<file path="src/design/pali_pkg.sv">
`default_nettype none
package pali_pkg;
   localparam int MaxPoints = 256;
   localparam int AddrW = $clog2(MaxPoints);
   localparam int CntW = AddrW + 1;
   localparam int CoordW = 32;
   localparam int LenW = 40;
   localparam logic [LenW-1:0] LenMax = {1'b0, {(LenW-1){1'b1}}};

   localparam logic [1:0] OP_CLEAR  = 2'd0;
   localparam logic [1:0] OP_APPEND = 2'd1;
   localparam logic [1:0] OP_QUERY  = 2'd2;

   localparam logic [1:0] ST_OK    = 2'd0;
   localparam logic [1:0] ST_FULL  = 2'd1;
   localparam logic [1:0] ST_EMPTY = 2'd2;

   // controller to datapath
   typedef struct packed {
      logic             load;      // capture request fields
      logic             rd_en;     // read stores at rd_addr
      logic [AddrW-1:0] rd_addr;
      logic             cap_prev;  // latch read data as previous point
      logic             cap_cur;   // latch read data as current point
      logic             sqrt_go;   // start square root
      logic             div_go;    // start the three divisions
      logic             wr_en;     // write appended point
      logic [AddrW-1:0] wr_addr;
      logic             first_pt;  // appended point is the first one
      logic [1:0]       sel;       // result select
   } ctl_type;

   typedef struct packed {
      logic len_ge;      // read length not below query
      logic sqrt_done;
      logic div_done;
   } sts_type;

   localparam logic [1:0] SEL_ZERO = 2'd0;
   localparam logic [1:0] SEL_CUR  = 2'd1;
   localparam logic [1:0] SEL_LERP = 2'd2;
endpackage
`default_nettype wire

</file>
<file path="src/design/pali_ctrl.sv">
`default_nettype none
module pali_ctrl import pali_pkg::*; (
   input  wire logic       clock,
   input  wire logic       reset,
   input  wire logic       start,
   output logic            busy,
   input  wire logic [1:0] req_opcode,
   output ctl_type         ctl,
   input  wire sts_type    sts,
   output logic            done,
   output logic [1:0]      status
);
   localparam logic [3:0] S_IDLE = 4'd0, S_DEC = 4'd1, S_ARD = 4'd2, S_ACAP = 4'd3,
      S_SQRT = 4'd4, S_AWR = 4'd5, S_QRD = 4'd6, S_QCMP = 4'd7, S_QPRV = 4'd8,
      S_QPCAP = 4'd9, S_QDIV = 4'd10, S_OUT = 4'd11;

   logic [3:0]      state_ff, state_in;
   logic [1:0]      op_ff;
   logic [CntW-1:0] cnt_ff, cnt_in;
   logic [CntW-1:0] idx_ff, idx_in;
   logic [1:0]      sel_ff, sel_in, st_ff, st_in;
   logic [1:0]      op_in;

   always_ff @(posedge clock) begin
      if (reset) begin
         state_ff <= S_IDLE; cnt_ff <= '0; idx_ff <= '0;
         sel_ff <= SEL_ZERO; st_ff <= ST_OK; op_ff <= OP_CLEAR;
      end else begin
         state_ff <= state_in; cnt_ff <= cnt_in; idx_ff <= idx_in;
         sel_ff <= sel_in; st_ff <= st_in; op_ff <= op_in;
      end
   end

   always_comb begin
      state_in = state_ff; cnt_in = cnt_ff; idx_in = idx_ff;
      sel_in = sel_ff; st_in = st_ff; op_in = op_ff;
      ctl = '0;
      ctl.sel = sel_ff;
      ctl.wr_addr = cnt_ff[AddrW-1:0];
      ctl.first_pt = (cnt_ff == '0);
      ctl.rd_addr = idx_ff[AddrW-1:0];
      done = 1'b0;
      unique case (state_ff)
         S_IDLE: if (start) begin
            ctl.load = 1'b1; op_in = req_opcode; state_in = S_DEC;
            sel_in = SEL_ZERO; st_in = ST_OK;
         end
         S_DEC: begin
            unique case (op_ff)
               OP_CLEAR: begin cnt_in = '0; state_in = S_OUT; end
               OP_APPEND: begin
                  if (cnt_ff == CntW'(MaxPoints)) begin
                     st_in = ST_FULL; state_in = S_OUT;
                  end else if (cnt_ff == '0) state_in = S_AWR;
                  else begin
                     idx_in = cnt_ff - 1'b1; state_in = S_ARD;
                  end
               end
               OP_QUERY: begin
                  if (cnt_ff == '0) begin
                     st_in = ST_EMPTY; state_in = S_OUT;
                  end else begin
                     idx_in = '0; state_in = S_QRD;
                  end
               end
               default: state_in = S_OUT;
            endcase
         end
         S_ARD: begin ctl.rd_en = 1'b1; state_in = S_ACAP; end
         S_ACAP: begin ctl.cap_prev = 1'b1; ctl.sqrt_go = 1'b1; state_in = S_SQRT; end
         S_SQRT: if (sts.sqrt_done) state_in = S_AWR;
         S_AWR: begin
            ctl.wr_en = 1'b1; cnt_in = cnt_ff + 1'b1; state_in = S_OUT;
         end
         S_QRD: begin ctl.rd_en = 1'b1; state_in = S_QCMP; end
         S_QCMP: begin
            ctl.cap_cur = 1'b1;
            if (sts.len_ge || idx_ff == cnt_ff - 1'b1) begin
               // first entry, no entry found, or the target segment
               if (idx_ff == '0 || !sts.len_ge) begin
                  sel_in = SEL_CUR; state_in = S_OUT;
               end else begin
                  idx_in = idx_ff - 1'b1; state_in = S_QPRV;
               end
            end else begin
               idx_in = idx_ff + 1'b1; state_in = S_QRD;
            end
         end
         S_QPRV: begin ctl.rd_en = 1'b1; state_in = S_QPCAP; end
         S_QPCAP: begin ctl.cap_prev = 1'b1; ctl.div_go = 1'b1; state_in = S_QDIV; end
         S_QDIV: if (sts.div_done) begin sel_in = SEL_LERP; state_in = S_OUT; end
         S_OUT: begin done = 1'b1; state_in = S_IDLE; end
         default: state_in = S_IDLE;
      endcase
   end

   assign busy = (state_ff != S_IDLE);
   assign status = st_ff;

   ap_count: assert property (@(posedge clock) disable iff (reset)
      cnt_ff <= CntW'(MaxPoints)) else $error("point count overflow");
   ap_write_room: assert property (@(posedge clock) disable iff (reset)
      ctl.wr_en |-> cnt_ff < CntW'(MaxPoints)) else $error("write beyond table");
   ap_done_once: assert property (@(posedge clock) disable iff (reset)
      done |=> !done) else $error("double result");
   ap_idle_after: assert property (@(posedge clock) disable iff (reset)
      done |=> state_ff == S_IDLE) else $error("no return to idle");
endmodule
`default_nettype wire

</file>
<file path="config.mk">
export PLATFORM = sky130hd
export DESIGN_NAME = pali_ctrl
export DESIGN_NICKNAME = d
export VERILOG_FILES = /design/src/design/pali_pkg.sv /design/src/design/pali_ctrl.sv
export SDC_FILE = /design/constraint.sdc
export NUM_CORES = 1
export LEC_CHECK = 0
export BUFFER_PORTS_ARGS = -buffer_cell sky130_fd_sc_hd__buf_2
export CAP_MARGIN = 20
export CORE_MARGIN = 8
export CORE_UTILIZATION = 44
export DETAILED_ROUTE_END_ITERATION = 10
export GPL_TIMING_DRIVEN = 0
export PLACE_DENSITY_LB_ADDON = 0.08
export SLEW_MARGIN = 10
export SYNTH_ARGS = -nofsm -noshare
export SYNTH_HDL_FRONTEND = slang
export SYNTH_SLANG_ARGS = --single-unit
</file>
<file path="constraint.sdc">
create_clock -name clock -period 7.2 [get_ports clock]
set_input_delay 1.44 -clock clock [delete_from_list [all_inputs] [get_ports clock]]
set_output_delay 1.44 -clock clock [all_outputs]
set_load 0.1 [all_outputs]
</file>
* Word level (Yosys, flattened, before mapping) *
Index checks and enable logic that the tools add are counted.

operators by class
  muxes and demuxes = 37
  equality and inequality tests = 28
  $add $sub $neg = 4
  reduce and logical (&&, ||, !) cells = 20

operator list
  operator                                                                count
  9-bit two-way mux                                                       6
  9-bit case mux with 2 select lines                                      3
  4-bit case mux with 11 select lines                                     1
  4-bit two-way mux                                                       6
  9-bit by 1-bit adder with 9-bit output (second input constant)          2
  9-bit logical NOT                                                       2
  3-bit inequality test (second input constant)                           6
  9-bit by 1-bit subtractor with 9-bit output (second input constant)     2
  4-bit by 3-bit equality test with 1-bit output (second input constant)  4
  4-bit equality test (second input constant)                             4
  2-bit two-way mux                                                       7
  2-bit inequality test (second input constant)                           5
  5-bit AND reduction                                                     2
  9-bit equality test                                                     1
  9-bit equality test (second input constant)                             1
  1-bit two-way mux                                                       9
  4-bit by 2-bit equality test with 1-bit output (second input constant)  2
  2-bit case mux with 2 select lines                                      2
  4-bit case mux with 2 select lines                                      1
  2-bit case mux with 3 select lines                                      1
  6-bit AND reduction                                                     1
  2-bit nonzero test                                                      3
  4-bit by 1-bit equality test with 1-bit output (second input constant)  1
  4-bit logical NOT                                                       1
  14 further kinds                                                        16

word-level totals
  bits in registers = 28
  logic and storage cells = 95
  bits of input ports = 8

* Longest topological paths before layout *
  depth after elaboration = 5
  depth in mapped cells = 18
  depth with buffers taken out = 16

* Worst setup path before layout *
No wires, ideal clock.

  path type = reg-to-reg
  start = register cnt_ff[0]
  end = register idx_ff[8]
  stages on the path, launching flop included = 19
  data required time = 7.126 ns
  library setup time = 0.074 ns
  buffers on the path = 2
  arrival = 4.098 ns
  path slack = 3.027 ns
  cells stage by stage = dfxtp_1 -> buf_6 -> inv_1 -> ha_1 -> or3b_1 -> clkbuf_1 -> nor3_1 -> xnor3_1 -> and4_2 -> a21oi_1 -> inv_2 -> fa_1 -> a21oi_1 -> o211ai_1 -> o41ai_1 -> xnor2_1 -> or3b_1 -> a211o_1 -> a31oi_1

on the way
  longest elaborated chain between the ends = 5
  elaborated cells on any way between the ends = 15
  classes of those cells = add/sub (1); eq/ne (6); mux (5); reduce/logical (3)

ends and longest elaborated chain
  element                                                                                            RTL line                          text
  start, declared                                                                                    pali_ctrl.sv:19                   logic [CntW-1:0] cnt_ff, cnt_in;
  start signal, assigned                                                                             pali_ctrl.sv:29                   state_ff <= state_in; cnt_ff <= cnt_in; idx_ff <= idx_in;
  9-bit by 1-bit subtractor with 9-bit output                                                        pali_ctrl.sv:56, pali_ctrl.sv:78
  9-bit equality test / 9-bit two-way mux (equally long branches)                                    pali_ctrl.sv:78, pali_ctrl.sv:54
  1-bit logical OR / 9-bit two-way mux (equally long branches)                                       pali_ctrl.sv:78, pali_ctrl.sv:52
  3-bit inequality test (no source line), or another cell as far along                               --
  6-bit AND reduction (no source line) / 9-bit case mux with 2 select lines (equally long branches)  --
  end signal, assigned                                                                               pali_ctrl.sv:29
  end, declared                                                                                      pali_ctrl.sv:20                   logic [CntW-1:0] idx_ff, idx_in;

Parallel ways exist; a longest one is shown, timed or not. The select of a mux whose other input is x is not followed.
A chain may end at the register's enable or synchronous reset.

* Final worst setup path *
Ends and elaborated chain as after synthesis.

==> insert_results.sql <==
INSERT INTO impl_metrics (metric_group, metric, value, unit) VALUES
('synth', 'netlist_area', '0.002540', 'mm²'),
('route', 'drtIter0Drc', '96', ''),
('timing', 'report.final.slew_viol_count', '0', ''),
('cts', 'postCtsSetupBuffers', '0', ''),
('route', 'drt-total-wl', '6618', 'µm'),
('synth', 'synth-adder-area-share', '7.192', '%'),
('grt', 'grt_antenna_before_repair', '0', ''),
('die', 'fp-row-count', '27', ''),
('pwr', 'power_frac_seq', '23.7', '%'),
('route', 'wl_met2', '3194', 'µm'),
('finish', 'postLayoutCoreUtil', '51.81', '%'),
('pwr', 'largest_voltage_drop_on_the_vdd_net', '0.3797', 'mV'),
('synth', 'synthArstFlopShare', '0', '%'),
('cts', 'max-clock-path-buffers', '2', ''),
('cts', 'postCtsResizedCells', '0', ''),
('pwr', 'total_leakage_power', '0.001276', 'µW'),
('route', 'drt_pass1_iterations', '5', ''),
('cts', 'cts_htree_levels', '1', ''),
('grt', 'grt_pass1_wl', '10880', 'µm'),
('worst_setup_path', 'critPathKind', 'register to register', ''),
('die', 'core_area', '0.005540', 'mm²'),
('status', 'outcome', 'completed', ''),
('worst_setup_path', 'timing.critical_path.cells', 'buf_6, inv_1, ha_1, or3b_1, clkbuf_1, nor3_1, xnor3_1, and4_2, a21oi_1, inv_2, fa_1, a21oi_1, o211ai_1, o41ai_1, xnor2_1, or3b_1, a211o_1, a31oi_1', ''),
('worst_setup_path', 'end_kind', 'register', ''),
('cts', 'clk-insertion-delay-late', '0.29', 'ns'),
('synth', 'syn-mean-instance-area', '7.537', 'µm²'),
('worst_setup_path', 'critical_path_required', '7.43', 'ns'),
('worst_setup_path', 'critPathArrivalTime', '4.96', 'ns'),
('route', 'wl_met1', '3051', 'µm'),
('finish', 'area_delta_synth_final', '13.00', '%'),
('synth', 'synthesis.nets', '359', ''),
('timing', 'hold_violations', '0', ''),
('cts', 'holdBufCountCts', '0', ''),
('worst_hold_path', 'class_of_the_most_critical_hold_timing_path', 'register to register', ''),
('worst_setup_path', 'critPathBufInv', '4', ''),
('route', 'routed.top_layer', 'met4', ''),
('placement', 'dpl.hpwl', '5020', 'µm'),
('die', 'die_width', '91.98', 'µm'),
('placement', 'post_dp_cell_area', '0.002815', 'mm²'),
('synth', 'post_synth_xor_area_fraction', '9.015', '%'),
('placement', 'io_buffers', '37', ''),
('worst_hold_path', 'worst_hold_startpoint', 'sel_ff[1]$_SDFFE_PP0P_', ''),
('placement', 'globalplace.congestion', '0.8857', ''),
('grt', 'grt_max_degree', '16', ''),
('timing', 'tightestPinTransition', '0.6175', 'ns'),
('finish', 'diodes', '0', ''),
('pwr', 'p_switching', '440.0', 'µW'),
('synth', 'synth.yosys.warnings', '0', ''),
('finish', 'post_layout_inst_area', '0.002870', 'mm²'),
('route', 'routed-wl-met3', '310', 'µm'),
('timing', 'setup_viol_count_final', '0', ''),
('cts', 'clock-sinks', '28', ''),
('synth', 'post_synth_and_or_nand_nor_area_fraction', '24.98', '%'),
('timing', 'fin_crit_share', '65.78', '%'),
('route', 'vias_per_cell', '5.576', ''),
('worst_setup_path', 'reg2reg_depth', '18', ''),
('route', 'drc', '0', ''),
('cts', 'cts_buffers', '3', ''),
('synth', 'ys_seq_elements', '28', ''),
('timing', 'worst_hold_slack', '0.4720', 'ns'),
('finish', 'fin_nets', '401', ''),
('grt', 'globalRoute.totalOverflow', '0', ''),
('pwr', 'p_comb_share', '62.9', '%'),
('finish', 'final_cell_count_no_fill', '450', ''),
('worst_setup_path', 'critPathMaxFanout', '12', ''),
('worst_setup_path', 'path_delay_family', 'compound AO/OA/AOI/OAI gates', ''),
('cts', 'clock_pin_slew_on_the_worst_setup_and_hold_paths', '0.11', 'ns'),
('pwr', 'power-per-cell-area', '276.5', 'mW/mm²'),
('die', 'boundaryPins', '38', ''),
('worst_setup_path', 'crit_slowest_cell', 'sky130_fd_sc_hd__fa_1', ''),
('timing', 'period_minus_slack', '4.736', 'ns');
## cell usage after synthesis, types with 3 or more instances
cell / n / area share, %
sky130_fd_sc_hd__a21oi_1: 29 / 5.7
sky130_fd_sc_hd__o22ai_1: 4 / 0.99
sky130_fd_sc_hd__mux2i_1: 8 / 3.2
sky130_fd_sc_hd__a211oi_1: 5 / 1.5
sky130_fd_sc_hd__buf_4: 17 / 5.0
sky130_fd_sc_hd__nor3_1: 19 / 3.7
sky130_fd_sc_hd__xor2_1: 8 / 2.8
sky130_fd_sc_hd__inv_1: 13 / 1.9
sky130_fd_sc_hd__o21bai_1: 5 / 1.5
sky130_fd_sc_hd__and3_1: 4 / 0.99
sky130_fd_sc_hd__nand2_1: 19 / 2.8
sky130_fd_sc_hd__clkbuf_1: 19 / 2.8
sky130_fd_sc_hd__o21ai_0: 8 / 1.6
sky130_fd_sc_hd__ha_1: 13 / 6.4
sky130_fd_sc_hd__nand2b_1: 5 / 1.2
sky130_fd_sc_hd__nand3_1: 17 / 3.3
sky130_fd_sc_hd__dfxtp_1: 28 / 22
sky130_fd_sc_hd__a31oi_1: 6 / 1.5
sky130_fd_sc_hd__o21a_1: 6 / 1.8
sky130_fd_sc_hd__or2_2: 3 / 0.74
sky130_fd_sc_hd__buf_6: 3 / 1.3
sky130_fd_sc_hd__nor2_1: 35 / 5.2
sky130_fd_sc_hd__xnor2_1: 13 / 4.5
sky130_fd_sc_hd__or3_1: 3 / 0.74
## worst register-to-register path, stage by stage, from the launching register on
cell and delay, ns:
sky130_fd_sc_hd__dfxtp_1 0.35, sky130_fd_sc_hd__buf_6 0.14, sky130_fd_sc_hd__inv_1 0.08, sky130_fd_sc_hd__ha_1 0.20, sky130_fd_sc_hd__or3b_1 0.35, sky130_fd_sc_hd__clkbuf_1 0.18, sky130_fd_sc_hd__nor3_1 0.30, sky130_fd_sc_hd__xnor3_1 0.29
sky130_fd_sc_hd__and4_2 0.24, sky130_fd_sc_hd__a21oi_1 0.22, sky130_fd_sc_hd__inv_2 0.18, sky130_fd_sc_hd__fa_1 0.44, sky130_fd_sc_hd__a21oi_1 0.20, sky130_fd_sc_hd__o211ai_1 0.15, sky130_fd_sc_hd__o41ai_1 0.36, sky130_fd_sc_hd__xnor2_1 0.19
sky130_fd_sc_hd__or3b_1 0.37, sky130_fd_sc_hd__a211o_1 0.26, sky130_fd_sc_hd__a31oi_1 0.14
## final cells by class
cell class	instances	area, µm²	share of cell area (%)
multi-input combinational	254	1685	58.72
inverter	15	56.30	1.962
timing repair buffer	37	185.2	6.452
sequential	28	560.5	19.53
clock buffer	4	55.05	1.918
tap	72	90.09	3.139
buffer	40	237.7	8.282
## layer usage
metal | vias to the layer above | global-route usage [%]
li1 | 1265 | -
met1 | 1177 | 18.56
met2 | 62 | 27.47
met3 | 5 | 2.119
met4 | 0 | 4.027
met5 | - | 0
## cell families after synthesis
kind of cell / Yosys count
and+or+nand+nor: 125
AOI/OAI and AO/OA: 83
buffers and inverters: 55
DFF: 28
xor gates and xnor gates: 23
adders and majority gates: 14
muxes: 9
## per-stage QoR
step | power [µW] | worst slack [ns]
final | 793.6 | 2.464
after global routing | 843.8 | 2.092
after CTS | 795.7 | 2.450
after detailed placement | 688.7 | 2.508
after global placement | 686.9 | 2.586
after floorplan | 601.0 | 3.027
## worst max path at each step
stage	start	to	slack [ns]	cells after the start
5_1_grt	cnt_ff[0]$_SDFFE_PP0P_	idx_ff[8]$_SDFFE_PP0P_	2.09	18
3_3_place_gp	cnt_ff[0]$_SDFFE_PP0P_	idx_ff[8]$_SDFFE_PP0P_	2.59	18
3_5_place_dp	cnt_ff[0]$_SDFFE_PP0P_	idx_ff[8]$_SDFFE_PP0P_	2.51	18
4_1_cts	cnt_ff[0]$_SDFFE_PP0P_	idx_ff[8]$_SDFFE_PP0P_	2.45	18
2_1_floorplan	cnt_ff[0]$_SDFFE_PP0P_	idx_ff[8]$_SDFFE_PP0P_	3.03	18
6_report	cnt_ff[0]$_SDFFE_PP0P_	idx_ff[8]$_SDFFE_PP0P_	2.46	18
## state kept, by name, indices dropped and copies added, names as in the netlist
name,cells
sel_ff,2
status,2
cnt_ff,9
idx_ff,9
state_ff,4
op_ff,2
## power by group through the flow
stage | Combinational [µW] | Sequential, µW | Clock, µW
global route | 539 | 191 | 114
CTS | 499 | 188 | 109
finish | 499 | 188 | 106
detailed placement | 497 | 191 | 0
floorplan | 392 | 209 | 0
global placement | 495 | 192 | 0
No activity file was read; power rests on OpenSTA's default activity.
